[src/hdl/sgrap_pkg.sv]
// Shared types, SGR codes and field layouts for the SGR attribute processor.
`timescale 1ns / 1ps

package sgrap_pkg;

    localparam int CODE_W = 16;
    localparam int SUB_W  = 17;
    localparam int COL_W  = 25;
    localparam int FLAG_W = 9;

    // Style flag bit positions.
    localparam int FLAG_BOLD      = 0;
    localparam int FLAG_FAINT     = 1;
    localparam int FLAG_ITALIC    = 2;
    localparam int FLAG_UNDERLINE = 3;
    localparam int FLAG_BLINK     = 4;
    localparam int FLAG_REVERSE   = 5;
    localparam int FLAG_INVISIBLE = 6;
    localparam int FLAG_STRUCK    = 7;
    localparam int FLAG_DIRTY_UL  = 8;

    // SGR parameter codes.
    localparam logic [CODE_W-1:0] CODE_RESET        = 16'd0;
    localparam logic [CODE_W-1:0] CODE_BOLD         = 16'd1;
    localparam logic [CODE_W-1:0] CODE_FAINT        = 16'd2;
    localparam logic [CODE_W-1:0] CODE_ITALIC       = 16'd3;
    localparam logic [CODE_W-1:0] CODE_UNDERLINE    = 16'd4;
    localparam logic [CODE_W-1:0] CODE_BLINK_SLOW   = 16'd5;
    localparam logic [CODE_W-1:0] CODE_BLINK_FAST   = 16'd6;
    localparam logic [CODE_W-1:0] CODE_REVERSE      = 16'd7;
    localparam logic [CODE_W-1:0] CODE_INVISIBLE    = 16'd8;
    localparam logic [CODE_W-1:0] CODE_STRUCK       = 16'd9;
    localparam logic [CODE_W-1:0] CODE_NO_BOLD      = 16'd22;
    localparam logic [CODE_W-1:0] CODE_NO_ITALIC    = 16'd23;
    localparam logic [CODE_W-1:0] CODE_NO_UNDERLINE = 16'd24;
    localparam logic [CODE_W-1:0] CODE_NO_BLINK     = 16'd25;
    localparam logic [CODE_W-1:0] CODE_NO_REVERSE   = 16'd27;
    localparam logic [CODE_W-1:0] CODE_NO_INVISIBLE = 16'd28;
    localparam logic [CODE_W-1:0] CODE_NO_STRUCK    = 16'd29;
    localparam logic [CODE_W-1:0] CODE_FG_LO        = 16'd30;
    localparam logic [CODE_W-1:0] CODE_FG_HI        = 16'd37;
    localparam logic [CODE_W-1:0] CODE_FG_EXT       = 16'd38;
    localparam logic [CODE_W-1:0] CODE_FG_DEFAULT   = 16'd39;
    localparam logic [CODE_W-1:0] CODE_BG_LO        = 16'd40;
    localparam logic [CODE_W-1:0] CODE_BG_HI        = 16'd47;
    localparam logic [CODE_W-1:0] CODE_BG_EXT       = 16'd48;
    localparam logic [CODE_W-1:0] CODE_BG_DEFAULT   = 16'd49;
    localparam logic [CODE_W-1:0] CODE_UL_COLOUR    = 16'd58;
    localparam logic [CODE_W-1:0] CODE_UL_DEFAULT   = 16'd59;
    localparam logic [CODE_W-1:0] CODE_FG_BRIGHT_LO = 16'd90;
    localparam logic [CODE_W-1:0] CODE_FG_BRIGHT_HI = 16'd97;
    localparam logic [CODE_W-1:0] CODE_BG_BRIGHT_LO = 16'd100;
    localparam logic [CODE_W-1:0] CODE_BG_BRIGHT_HI = 16'd107;
    localparam logic [CODE_W-1:0] BRIGHT_OFFSET     = 16'd8;

    // Extended colour modes.
    localparam logic [CODE_W-1:0] MODE_RGB   = 16'd2;
    localparam logic [CODE_W-1:0] MODE_INDEX = 16'd5;

    // Configuration register indexes.
    localparam logic CFG_DEFAULT_FG = 1'b0;
    localparam logic CFG_DEFAULT_BG = 1'b1;

    localparam logic [COL_W-1:0]        RESET_FG = 25'd7;
    localparam logic [COL_W-1:0]        RESET_BG = 25'd0;
    localparam logic signed [SUB_W-1:0] UNSET    = -17'sd1;

    // One buffered parameter; code sits in the lowest bits.
    typedef struct packed {
        logic signed [SUB_W-1:0] sub_three;
        logic signed [SUB_W-1:0] sub_two;
        logic signed [SUB_W-1:0] sub_one;
        logic signed [SUB_W-1:0] sub_zero;
        logic [CODE_W-1:0]       code;
    } entry_t;

    // One result; style_flags sits in the lowest bits.
    typedef struct packed {
        logic signed [SUB_W-1:0] underline_blue;
        logic signed [SUB_W-1:0] underline_green;
        logic signed [SUB_W-1:0] underline_red;
        logic signed [SUB_W-1:0] underline_style;
        logic [COL_W-1:0]        background;
        logic [COL_W-1:0]        foreground;
        logic [FLAG_W-1:0]       style_flags;
    } result_t;

endpackage

[src/hdl/sgrap_param_buffer.sv]
// Parameter buffer: one write port and one registered read port.
`timescale 1ns / 1ps

module sgrap_param_buffer #(
    parameter int MAX_PARAMS = 16,
    parameter int AW         = 4
) (
    input  logic             clk,
    input  logic             wr_en,
    input  logic [AW-1:0]    wr_addr,
    input  sgrap_pkg::entry_t wr_data,
    input  logic [AW-1:0]    rd_addr,
    output sgrap_pkg::entry_t rd_data
);

    sgrap_pkg::entry_t mem [MAX_PARAMS];
    sgrap_pkg::entry_t rd_data_reg;

    always_ff @(posedge clk)
    begin
        if (wr_en)
        begin
            mem[wr_addr] <= wr_data;
        end
        rd_data_reg <= mem[rd_addr];
    end

    assign rd_data = rd_data_reg;

endmodule

[src/hdl/sgrap_walker.sv]
// Sequencer that loads parameters and walks them to update the current attribute.
`timescale 1ns / 1ps

module sgrap_walker #(
    parameter int MAX_PARAMS = 16,
    parameter int AW         = 4,
    parameter int CW         = 5
) (
    input  logic                                clk,
    input  logic                                rst_n,
    input  logic                                in_valid,
    output logic                                in_ready,
    input  sgrap_pkg::entry_t                   in_entry,
    input  logic                                in_last,
    output logic                                res_valid,
    input  logic                                res_ready,
    output sgrap_pkg::result_t                  res_data,
    input  logic [sgrap_pkg::COL_W-1:0]         dflt_fg,
    input  logic [sgrap_pkg::COL_W-1:0]         dflt_bg,
    output logic                                wr_en,
    output logic [AW-1:0]                       wr_addr,
    output sgrap_pkg::entry_t                   wr_data,
    output logic [AW-1:0]                       rd_addr,
    input  sgrap_pkg::entry_t                   rd_data
);

    localparam logic [2:0] S_IDLE  = 3'd0;
    localparam logic [2:0] S_ISSUE = 3'd1;
    localparam logic [2:0] S_CODE  = 3'd2;
    localparam logic [2:0] S_MODE  = 3'd3;
    localparam logic [2:0] S_RGB   = 3'd4;
    localparam logic [2:0] S_IDX   = 3'd5;
    localparam logic [2:0] S_DONE  = 3'd6;

    logic [2:0]    state_reg, state_next;
    logic [CW-1:0] count_reg, count_next;
    logic [CW-1:0] idx_reg, idx_next;
    logic [1:0]    part_reg, part_next;
    logic          ext_bg_reg, ext_bg_next;
    logic          over_reg, over_next;
    logic [23:0]   rgb_reg, rgb_next;

    logic [sgrap_pkg::FLAG_W-1:0]       flags_reg, flags_next;
    logic [sgrap_pkg::COL_W-1:0]        fg_reg, fg_next;
    logic [sgrap_pkg::COL_W-1:0]        bg_reg, bg_next;
    logic signed [sgrap_pkg::SUB_W-1:0] ust_reg, ust_next;
    logic signed [sgrap_pkg::SUB_W-1:0] ur_reg, ur_next;
    logic signed [sgrap_pkg::SUB_W-1:0] ug_reg, ug_next;
    logic signed [sgrap_pkg::SUB_W-1:0] ub_reg, ub_next;

    logic               out_valid_reg, out_valid_next;
    sgrap_pkg::result_t out_data_reg, out_data_next;

    logic          accept;
    logic [CW:0]   idx_ext;
    logic [CW:0]   count_ext;
    logic [CW-1:0] rd_idx;

    assign accept    = in_valid && (state_reg == S_IDLE);
    assign idx_ext   = {1'b0, idx_reg};
    assign count_ext = {1'b0, count_reg};

    assign in_ready  = (state_reg == S_IDLE);
    assign wr_en     = accept && (count_reg < CW'(MAX_PARAMS));
    assign wr_addr   = count_reg[AW-1:0];
    assign wr_data   = in_entry;
    assign rd_addr   = rd_idx[AW-1:0];
    assign res_valid = out_valid_reg;
    assign res_data  = out_data_reg;

    always_comb
    begin
        logic [sgrap_pkg::CODE_W-1:0] code;
        logic [sgrap_pkg::COL_W-1:0]  ext_colour;
        logic                         ext_ok;

        code           = rd_data.code;
        ext_colour     = '0;
        ext_ok         = 1'b0;
        state_next     = state_reg;
        count_next     = count_reg;
        idx_next       = idx_reg;
        part_next      = part_reg;
        ext_bg_next    = ext_bg_reg;
        over_next      = over_reg;
        rgb_next       = rgb_reg;
        flags_next     = flags_reg;
        fg_next        = fg_reg;
        bg_next        = bg_reg;
        ust_next       = ust_reg;
        ur_next        = ur_reg;
        ug_next        = ug_reg;
        ub_next        = ub_reg;
        out_data_next  = out_data_reg;
        out_valid_next = out_valid_reg && !res_ready;
        rd_idx         = idx_reg;

        unique case (state_reg)
            S_IDLE:
            begin
                if (accept)
                begin
                    if (wr_en)
                    begin
                        count_next = count_reg + CW'(1);
                    end
                    if (in_last)
                    begin
                        idx_next   = '0;
                        state_next = S_ISSUE;
                    end
                end
            end

            S_ISSUE:
            begin
                if (idx_reg >= count_reg)
                begin
                    state_next = S_DONE;
                end
                else
                begin
                    state_next = S_CODE;
                end
            end

            S_CODE:
            begin
                idx_next   = idx_reg + CW'(1);
                state_next = S_ISSUE;
                case (code) inside
                    sgrap_pkg::CODE_RESET:
                    begin
                        flags_next[sgrap_pkg::FLAG_STRUCK:sgrap_pkg::FLAG_BOLD] = '0;
                        fg_next  = dflt_fg;
                        bg_next  = dflt_bg;
                        ust_next = sgrap_pkg::UNSET;
                        ur_next  = sgrap_pkg::UNSET;
                        ug_next  = sgrap_pkg::UNSET;
                        ub_next  = sgrap_pkg::UNSET;
                    end
                    sgrap_pkg::CODE_BOLD:   flags_next[sgrap_pkg::FLAG_BOLD] = 1'b1;
                    sgrap_pkg::CODE_FAINT:  flags_next[sgrap_pkg::FLAG_FAINT] = 1'b1;
                    sgrap_pkg::CODE_ITALIC: flags_next[sgrap_pkg::FLAG_ITALIC] = 1'b1;
                    sgrap_pkg::CODE_UNDERLINE:
                    begin
                        ust_next = rd_data.sub_zero;
                        flags_next[sgrap_pkg::FLAG_UNDERLINE] = (rd_data.sub_zero != '0);
                        flags_next[sgrap_pkg::FLAG_DIRTY_UL] =
                            !flags_reg[sgrap_pkg::FLAG_DIRTY_UL];
                    end
                    sgrap_pkg::CODE_BLINK_SLOW, sgrap_pkg::CODE_BLINK_FAST:
                        flags_next[sgrap_pkg::FLAG_BLINK] = 1'b1;
                    sgrap_pkg::CODE_REVERSE:   flags_next[sgrap_pkg::FLAG_REVERSE] = 1'b1;
                    sgrap_pkg::CODE_INVISIBLE: flags_next[sgrap_pkg::FLAG_INVISIBLE] = 1'b1;
                    sgrap_pkg::CODE_STRUCK:    flags_next[sgrap_pkg::FLAG_STRUCK] = 1'b1;
                    sgrap_pkg::CODE_NO_BOLD:
                    begin
                        flags_next[sgrap_pkg::FLAG_BOLD]  = 1'b0;
                        flags_next[sgrap_pkg::FLAG_FAINT] = 1'b0;
                    end
                    sgrap_pkg::CODE_NO_ITALIC:    flags_next[sgrap_pkg::FLAG_ITALIC] = 1'b0;
                    sgrap_pkg::CODE_NO_UNDERLINE: flags_next[sgrap_pkg::FLAG_UNDERLINE] = 1'b0;
                    sgrap_pkg::CODE_NO_BLINK:     flags_next[sgrap_pkg::FLAG_BLINK] = 1'b0;
                    sgrap_pkg::CODE_NO_REVERSE:   flags_next[sgrap_pkg::FLAG_REVERSE] = 1'b0;
                    sgrap_pkg::CODE_NO_INVISIBLE: flags_next[sgrap_pkg::FLAG_INVISIBLE] = 1'b0;
                    sgrap_pkg::CODE_NO_STRUCK:    flags_next[sgrap_pkg::FLAG_STRUCK] = 1'b0;
                    sgrap_pkg::CODE_FG_EXT, sgrap_pkg::CODE_BG_EXT:
                    begin
                        ext_bg_next = (code == sgrap_pkg::CODE_BG_EXT);
                        // Look at the mode only if a parameter follows.
                        if (idx_ext + (CW+1)'(1) < count_ext)
                        begin
                            idx_next   = idx_reg;
                            rd_idx     = idx_reg + CW'(1);
                            state_next = S_MODE;
                        end
                    end
                    sgrap_pkg::CODE_FG_DEFAULT: fg_next = dflt_fg;
                    sgrap_pkg::CODE_BG_DEFAULT: bg_next = dflt_bg;
                    sgrap_pkg::CODE_UL_COLOUR:
                    begin
                        ur_next = rd_data.sub_one;
                        ug_next = rd_data.sub_two;
                        ub_next = rd_data.sub_three;
                        flags_next[sgrap_pkg::FLAG_DIRTY_UL] =
                            !flags_reg[sgrap_pkg::FLAG_DIRTY_UL];
                    end
                    sgrap_pkg::CODE_UL_DEFAULT:
                    begin
                        ur_next = sgrap_pkg::UNSET;
                        ug_next = sgrap_pkg::UNSET;
                        ub_next = sgrap_pkg::UNSET;
                        flags_next[sgrap_pkg::FLAG_DIRTY_UL] =
                            !flags_reg[sgrap_pkg::FLAG_DIRTY_UL];
                    end
                    [sgrap_pkg::CODE_FG_LO:sgrap_pkg::CODE_FG_HI]:
                        fg_next = sgrap_pkg::COL_W'(code - sgrap_pkg::CODE_FG_LO);
                    [sgrap_pkg::CODE_BG_LO:sgrap_pkg::CODE_BG_HI]:
                        bg_next = sgrap_pkg::COL_W'(code - sgrap_pkg::CODE_BG_LO);
                    [sgrap_pkg::CODE_FG_BRIGHT_LO:sgrap_pkg::CODE_FG_BRIGHT_HI]:
                        fg_next = sgrap_pkg::COL_W'(code - sgrap_pkg::CODE_FG_BRIGHT_LO
                                                    + sgrap_pkg::BRIGHT_OFFSET);
                    [sgrap_pkg::CODE_BG_BRIGHT_LO:sgrap_pkg::CODE_BG_BRIGHT_HI]:
                        bg_next = sgrap_pkg::COL_W'(code - sgrap_pkg::CODE_BG_BRIGHT_LO
                                                    + sgrap_pkg::BRIGHT_OFFSET);
                    default:
                    begin
                    end
                endcase
            end

            S_MODE:
            begin
                // A failed mode check consumes only the 38 or 48 itself.
                idx_next   = idx_reg + CW'(1);
                state_next = S_ISSUE;
                if (code == sgrap_pkg::MODE_RGB)
                begin
                    if (idx_ext + (CW+1)'(4) < count_ext)
                    begin
                        idx_next   = idx_reg;
                        rd_idx     = idx_reg + CW'(2);
                        part_next  = 2'd0;
                        over_next  = 1'b0;
                        state_next = S_RGB;
                    end
                end
                else if (code == sgrap_pkg::MODE_INDEX)
                begin
                    if (idx_ext + (CW+1)'(2) < count_ext)
                    begin
                        idx_next   = idx_reg;
                        rd_idx     = idx_reg + CW'(2);
                        state_next = S_IDX;
                    end
                end
            end

            S_RGB:
            begin
                rgb_next  = {rgb_reg[15:0], code[7:0]};
                over_next = over_reg || (|code[15:8]);
                if (part_reg != 2'd2)
                begin
                    rd_idx    = idx_reg + CW'(3) + CW'(part_reg);
                    part_next = part_reg + 2'd1;
                end
                else
                begin
                    ext_ok     = !over_next;
                    ext_colour = {1'b1, rgb_next};
                    idx_next   = idx_reg + CW'(5);
                    state_next = S_ISSUE;
                end
            end

            S_IDX:
            begin
                ext_ok     = !(|code[15:8]);
                ext_colour = sgrap_pkg::COL_W'(code[7:0]);
                idx_next   = idx_reg + CW'(3);
                state_next = S_ISSUE;
            end

            S_DONE:
            begin
                if (!out_valid_reg || res_ready)
                begin
                    out_valid_next                = 1'b1;
                    out_data_next.style_flags     = flags_reg;
                    out_data_next.foreground      = fg_reg;
                    out_data_next.background      = bg_reg;
                    out_data_next.underline_style = ust_reg;
                    out_data_next.underline_red   = ur_reg;
                    out_data_next.underline_green = ug_reg;
                    out_data_next.underline_blue  = ub_reg;
                    count_next                    = '0;
                    state_next                    = S_IDLE;
                end
            end

            default:
            begin
                state_next = S_IDLE;
            end
        endcase

        if (ext_ok)
        begin
            if (ext_bg_reg)
            begin
                bg_next = ext_colour;
            end
            else
            begin
                fg_next = ext_colour;
            end
        end
    end

    always_ff @(posedge clk or negedge rst_n)
    begin
        if (!rst_n)
        begin
            state_reg     <= S_IDLE;
            count_reg     <= '0;
            idx_reg       <= '0;
            part_reg      <= '0;
            ext_bg_reg    <= 1'b0;
            over_reg      <= 1'b0;
            flags_reg     <= '0;
            fg_reg        <= sgrap_pkg::RESET_FG;
            bg_reg        <= sgrap_pkg::RESET_BG;
            ust_reg       <= sgrap_pkg::UNSET;
            ur_reg        <= sgrap_pkg::UNSET;
            ug_reg        <= sgrap_pkg::UNSET;
            ub_reg        <= sgrap_pkg::UNSET;
            out_valid_reg <= 1'b0;
        end
        else
        begin
            state_reg     <= state_next;
            count_reg     <= count_next;
            idx_reg       <= idx_next;
            part_reg      <= part_next;
            ext_bg_reg    <= ext_bg_next;
            over_reg      <= over_next;
            flags_reg     <= flags_next;
            fg_reg        <= fg_next;
            bg_reg        <= bg_next;
            ust_reg       <= ust_next;
            ur_reg        <= ur_next;
            ug_reg        <= ug_next;
            ub_reg        <= ub_next;
            out_valid_reg <= out_valid_next;
        end
    end

    always_ff @(posedge clk)
    begin
        rgb_reg      <= rgb_next;
        out_data_reg <= out_data_next;
    end

endmodule

[src/hdl/sgr_attribute_processor_unit.sv]
// Top level of the SGR attribute processor: ports, default colour registers, checks.
//
//  Channel   Direction  Handshake          Carries
//  s_*       in         s_tvalid/s_tready  one SGR parameter per beat, tlast ends sequence
//  m_*       out        m_tvalid/m_tready  the updated attribute, one beat per sequence
//  cfg_*     in         cfg_we             default foreground / background colours
//
// A parameter beat is taken only while idle; rst_n restores the default attribute.
// A tlast beat starts a walk that issues and decodes each buffered code in turn; a 38 or
// 48 then checks its mode and reads three components for an RGB group, one index for an
// indexed group, or nothing if the mode fails. Last, the walk loads the output register.
// s_tready stays low for the whole walk. The next sequence may load while a result waits,
// but its walk holds at the end until the output register is free.
`timescale 1ns / 1ps

module sgr_attribute_processor_unit #(
    parameter int MAX_PARAMS = 16
) (
    input  logic         clk,
    input  logic         rst_n,
    input  logic         s_tvalid,
    output logic         s_tready,
    // code[15:0], sub_zero[32:16], sub_one[49:33], sub_two[66:50], sub_three[83:67], pad
    input  logic [87:0]  s_tdata,
    input  logic         s_tlast,
    output logic         m_tvalid,
    input  logic         m_tready,
    // style_flags[8:0], foreground[33:9], background[58:34], underline_style[75:59],
    // underline_red[92:76], underline_green[109:93], underline_blue[126:110], pad
    output logic [127:0] m_tdata,
    input  logic         cfg_we,
    input  logic         cfg_index,
    input  logic [24:0]  cfg_data
);

    localparam int AW = (MAX_PARAMS > 1) ? $clog2(MAX_PARAMS) : 1;
    localparam int CW = $clog2(MAX_PARAMS + 1);

    logic [sgrap_pkg::COL_W-1:0] dflt_fg_reg;
    logic [sgrap_pkg::COL_W-1:0] dflt_bg_reg;

    logic               wr_en;
    logic [AW-1:0]      wr_addr;
    sgrap_pkg::entry_t  wr_data;
    logic [AW-1:0]      rd_addr;
    sgrap_pkg::entry_t  rd_data;
    sgrap_pkg::result_t res_data;

    always_ff @(posedge clk or negedge rst_n)
    begin
        if (!rst_n)
        begin
            dflt_fg_reg <= sgrap_pkg::RESET_FG;
            dflt_bg_reg <= sgrap_pkg::RESET_BG;
        end
        else if (cfg_we)
        begin
            unique case (cfg_index)
                sgrap_pkg::CFG_DEFAULT_FG: dflt_fg_reg <= cfg_data;
                sgrap_pkg::CFG_DEFAULT_BG: dflt_bg_reg <= cfg_data;
                default:                   dflt_fg_reg <= dflt_fg_reg;
            endcase
        end
    end

    sgrap_param_buffer #(
        .MAX_PARAMS (MAX_PARAMS),
        .AW         (AW)
    ) u_buffer (
        .clk     (clk),
        .wr_en   (wr_en),
        .wr_addr (wr_addr),
        .wr_data (wr_data),
        .rd_addr (rd_addr),
        .rd_data (rd_data)
    );

    sgrap_walker #(
        .MAX_PARAMS (MAX_PARAMS),
        .AW         (AW),
        .CW         (CW)
    ) u_walker (
        .clk       (clk),
        .rst_n     (rst_n),
        .in_valid  (s_tvalid),
        .in_ready  (s_tready),
        .in_entry  (sgrap_pkg::entry_t'(s_tdata[83:0])),
        .in_last   (s_tlast),
        .res_valid (m_tvalid),
        .res_ready (m_tready),
        .res_data  (res_data),
        .dflt_fg   (dflt_fg_reg),
        .dflt_bg   (dflt_bg_reg),
        .wr_en     (wr_en),
        .wr_addr   (wr_addr),
        .wr_data   (wr_data),
        .rd_addr   (rd_addr),
        .rd_data   (rd_data)
    );

    assign m_tdata = {1'b0, res_data};

    // The walk begins right after the closing beat, so the input side must close.
    a_busy_after_last: assert property (@(posedge clk) disable iff (!rst_n)
        (s_tvalid && s_tready && s_tlast) |=> !s_tready)
        else $error("input still ready after the closing parameter beat");

    // A new result only comes out of a walk, never while idle.
    a_result_from_walk: assert property (@(posedge clk) disable iff (!rst_n)
        $rose(m_tvalid) |-> !$past(s_tready))
        else $error("result appeared without a walk");

    // Ending a walk always leaves a result in the output register.
    a_walk_ends_in_result: assert property (@(posedge clk) disable iff (!rst_n)
        $rose(s_tready) |-> m_tvalid)
        else $error("walk ended without a result");

endmodule

[config.mk]
export PLATFORM = sky130hd
export DESIGN_NAME = sgr_attribute_processor_unit
export DESIGN_NICKNAME = d
export VERILOG_FILES = /design/src/hdl/sgrap_pkg.sv /design/src/hdl/sgrap_param_buffer.sv /design/src/hdl/sgrap_walker.sv /design/src/hdl/sgr_attribute_processor_unit.sv
export SDC_FILE = /design/constraint.sdc
export NUM_CORES = 2
export LEC_CHECK = 0
export ABC_CLOCK_PERIOD_IN_PS = 24700
export BUFFER_PORTS_ARGS = -buffer_cell sky130_fd_sc_hd__buf_2
export CAP_MARGIN = 15
export CORE_AREA = 2 2 328 492
export DETAILED_ROUTE_END_ITERATION = 6
export DIE_AREA = 0 0 330 494
export GPL_TIMING_DRIVEN = 0
export SYNTH_ARGS = -nofsm -noshare
export SYNTH_HDL_FRONTEND = slang
export SYNTH_SLANG_ARGS = --single-unit
[constraint.sdc]
create_clock -name clk -period 24.7 [get_ports clk]
set_input_delay 4.94 -clock clk [delete_from_list [all_inputs] [get_ports clk]]
set_output_delay 4.94 -clock clk [all_outputs]
set_load 0.01 [all_outputs]
==> results.toml <==
[layout]
layout.cell_area.non_filler_um2 = 80800
area_delta_synth_final_pct = 16.2
fillers = 12800
final_nets = 4407
largest_register_ffs = 1344
layout-drive-gt1-share = 0.274

[run_status]
violations = "DRC"
outcome = "complete, but fails checks"

[global_route]
grt_start_max_net_pins = 104
grt_pass1_wl_mm = 268
vias_in_the_first_global_route = 38000
grt_antenna_before_repair = 35
grt_remaining_overflow = 0
grt_use_total = 0.229

[synthesis]
asyncSetResetFlopFracSynth = 0.110
synth_edf_count = 1487
netlist_instances = 3724
synth_common_cells = "1487 x sky130_fd_sc_hd__edfxtp_1, 336 x sky130_fd_sc_hd__mux4_2, 261 x sky130_fd_sc_hd__mux2i_1, 250 x sky130_fd_sc_hd__nor2_1, 161 x sky130_fd_sc_hd__a21oi_1"
synth.ff_latch_count = 1766
sequential_share_of_the_synthesized_area = 0.738
post_synthesis_net_count = 3888
post-synth-top-area-cell = "sky130_fd_sc_hd__edfxtp_1"
synth_warnings = 0
syn_area_per_cell_um2 = 18.7
ys_dominant_reg_cell = "sky130_fd_sc_hd__edfxtp_1"
yosys-top-cells-area = "sky130_fd_sc_hd__edfxtp_1 64%, sky130_fd_sc_hd__mux4_2 11%, sky130_fd_sc_hd__dfrtp_1 4.4%"
cell_with_the_most_instances_after_synthesis = "sky130_fd_sc_hd__edfxtp_1"
yosys.cell_types.count = 88
yosysTopAreaCellShare = 0.642
netlist_area_um2 = 69600

[power]
total_power_mw = 9.45
max-vdd-ir-drop_v = 0.0000805
leakage_nw = 27.5
cellPowerDensity_nw_per_um2 = 117

[timing]
timing.slew.headroom = 0.199
timing.final.crit_period_ns = 7.27
worst_slack_ns = 17.43
clock-skew-final_ns = 0.0277
tightest_slew_ns = 1.20
final-max-slew-violation-count = 0
fin_setup_tns_ns = 0
setup_viol_count_final = 0
fmax_ghz = 0.137
finalHoldViolCount = 0
post-route-period-util = 0.294
grt_setup_unrepaired = "no"

[critical_path]
worstReg2RegStart = "u_buffer.rd_data[3]$_DFF_P_"
largest_incremental_delay_on_the_critical_path_ns = 0.41
crit_fanout = 10
reg2regPathDepth = 14
worst-endpoint-required_ns = 19.76
cpMaxStageDelayCell = "sky130_fd_sc_hd__nor3_1"
worstPathCellList = "clkbuf_1 -> buf_1 -> nor3_1 -> buf_2"
worst-r2r-setup-slack_ns = 19.16
critical_path.n_buffers_inverters = 3
crit_path_end_kind = "primary output"
worstSetupPathType = "flop to primary output"
worst_r2r_endpoint = "u_walker.ub_reg[1]$_DFFE_PN1P_"
critPathTopFamily = "buffers and inverters"
arrival_ns = 2.33
crit_path_start_kind = "flop"

[die]
initial_core_utilization = 0.439
die-area_um2 = 163000
core_um2 = 159000
die-height_um = 494
io-pin-count = 250
die_w_um = 330
rows = 179

[clock_tree]
number_of_levels_in_the_clock_h_tree = 4
clk_pin_slew_ns = 0.06
cts-resized-gates = 0
cts_inserted_buffers = 165
tritoncts_clock_tree = "yes"
worstSkewPairLatency_ns = 0.80
clockBufferDepth = 3
clock-root-buffer = "sky130_fd_sc_hd__clkbuf_16"
cts.sink_count = 1766
postCtsHoldBufs = 0
post_cts.repair.setup_buffers = 0

[route]
wirelength_mm = 187
detailedRoute.firstIterationViolations = 3522
drc = 70
detail_route.wl_per_cell_um = 28.8
vias_per_cell = 5.74
dr_total_vias = 37100
drt-pass1-iter-count = 7
drt.antenna.violating_nets = 0

[hold_path]
min_delay_path_depth = 0
worst_hold_path.endpoint = "u_walker.res_data[3]$_DFFE_PP_"
min_from = "u_walker.flags_reg[3]$_DFFE_PN0P_"
hold_path.class = "flop to flop"

[job]
cap_viol_max_count = 0

[placed_design]
finalWeightedCongestion = 0.965
placement.io_buffers = 244
dpl_cell_area_um2 = 75300
place_ws_ns = 16.86
detailed_place_hpwl_mm = 128
-- metrics by stage --
step | hold slack (ns) | instances | util
floorplan | 0.403 | 3724 | -
finish | 0.440 | 6473 | 0.510
CTS | 0.441 | 6460 | 0.509
global placement | 0.424 | 6049 | 0.463
global route | 0.459 | 6462 | 0.509
detailed placement | 0.431 | 6157 | 0.475
-- power breakdown --
part           internal [mW]  switching (mW)
registers               3.51           0.134
clock network           1.48            1.10
logic                   1.39            1.83
total                   6.39            3.07
-- cells in the final DEF, fill, tap and decap left out, types with 99 or more instances in the layout --
| master | count |
|---|---|
| sky130_fd_sc_hd__nor2_1 | 237 |
| sky130_fd_sc_hd__clkbuf_1 | 132 |
| sky130_fd_sc_hd__edfxtp_1 | 1487 |
| sky130_fd_sc_hd__dfrtp_1 | 121 |
| sky130_fd_sc_hd__o21ai_0 | 99 |
| sky130_fd_sc_hd__mux4_2 | 336 |
| sky130_fd_sc_hd__buf_2 | 287 |
| sky130_fd_sc_hd__a21oi_1 | 161 |
| sky130_fd_sc_hd__clkbuf_16 | 169 |
| sky130_fd_sc_hd__mux2i_1 | 261 |
-- layer usage --
layer	GRT usage	up-vias	share of wire
met4	0.0908	36	0.041
met5	0	-	0.0011
li1	-	16000	-
met3	0.0428	378	0.059
met1	0.286	19400	0.39
met2	0.395	1350	0.51
-- final cells by class --
| class | instances | area [µm²] | area share |
|---|---|---|---|
| sequential | 1766 | 51300 | 0.635 |
| multi-input combinational | 1724 | 17200 | 0.212 |
| clock buffer | 232 | 4640 | 0.0574 |
| timing repair buffer | 352 | 3020 | 0.0374 |
| tap | 2081 | 2600 | 0.0322 |
| buffer | 201 | 1090 | 0.0135 |
| clock inverter | 71 | 847 | 0.0105 |
| inverter | 33 | 129 | 0.00159 |
| antenna | 13 | 32.5 | 0.000403 |
-- how the worst max path moves through the flow --
| stage | start | to | slack (ns) | cells past startpoint |
|---|---|---|---|---|
| 2_1_floorplan | s_tvalid | u_buffer.mem[3][0]$_DFFE_PP_ | 12.92 | 4 |
| 3_3_place_gp | s_tvalid | u_buffer.mem[2][50]$_DFFE_PP_ | 4.42 | 5 |
| 3_5_place_dp | s_tvalid | u_buffer.mem[0][46]$_DFFE_PP_ | 16.86 | 10 |
| 4_1_cts | u_walker.state_reg[0]$_DFFE_PN0P_ | s_tready | 17.39 | 4 |
| 5_1_grt | u_walker.state_reg[0]$_DFFE_PN0P_ | s_tready | 17.27 | 4 |
| 6_report | u_walker.state_reg[0]$_DFFE_PN0P_ | s_tready | 17.43 | 4 |
-- kinds of logic after synthesis --
family	after synthesis	synth area share
flops	1766	0.738
mux	648	0.155
simple gates	532	0.0358
compound gates	456	0.0410
buf+inv	234	0.0174
fa+ha+maj	44	0.00802
xor+xnor	43	0.00541
other cells	1	0.0000539
(Power assumes the default switching activity.)
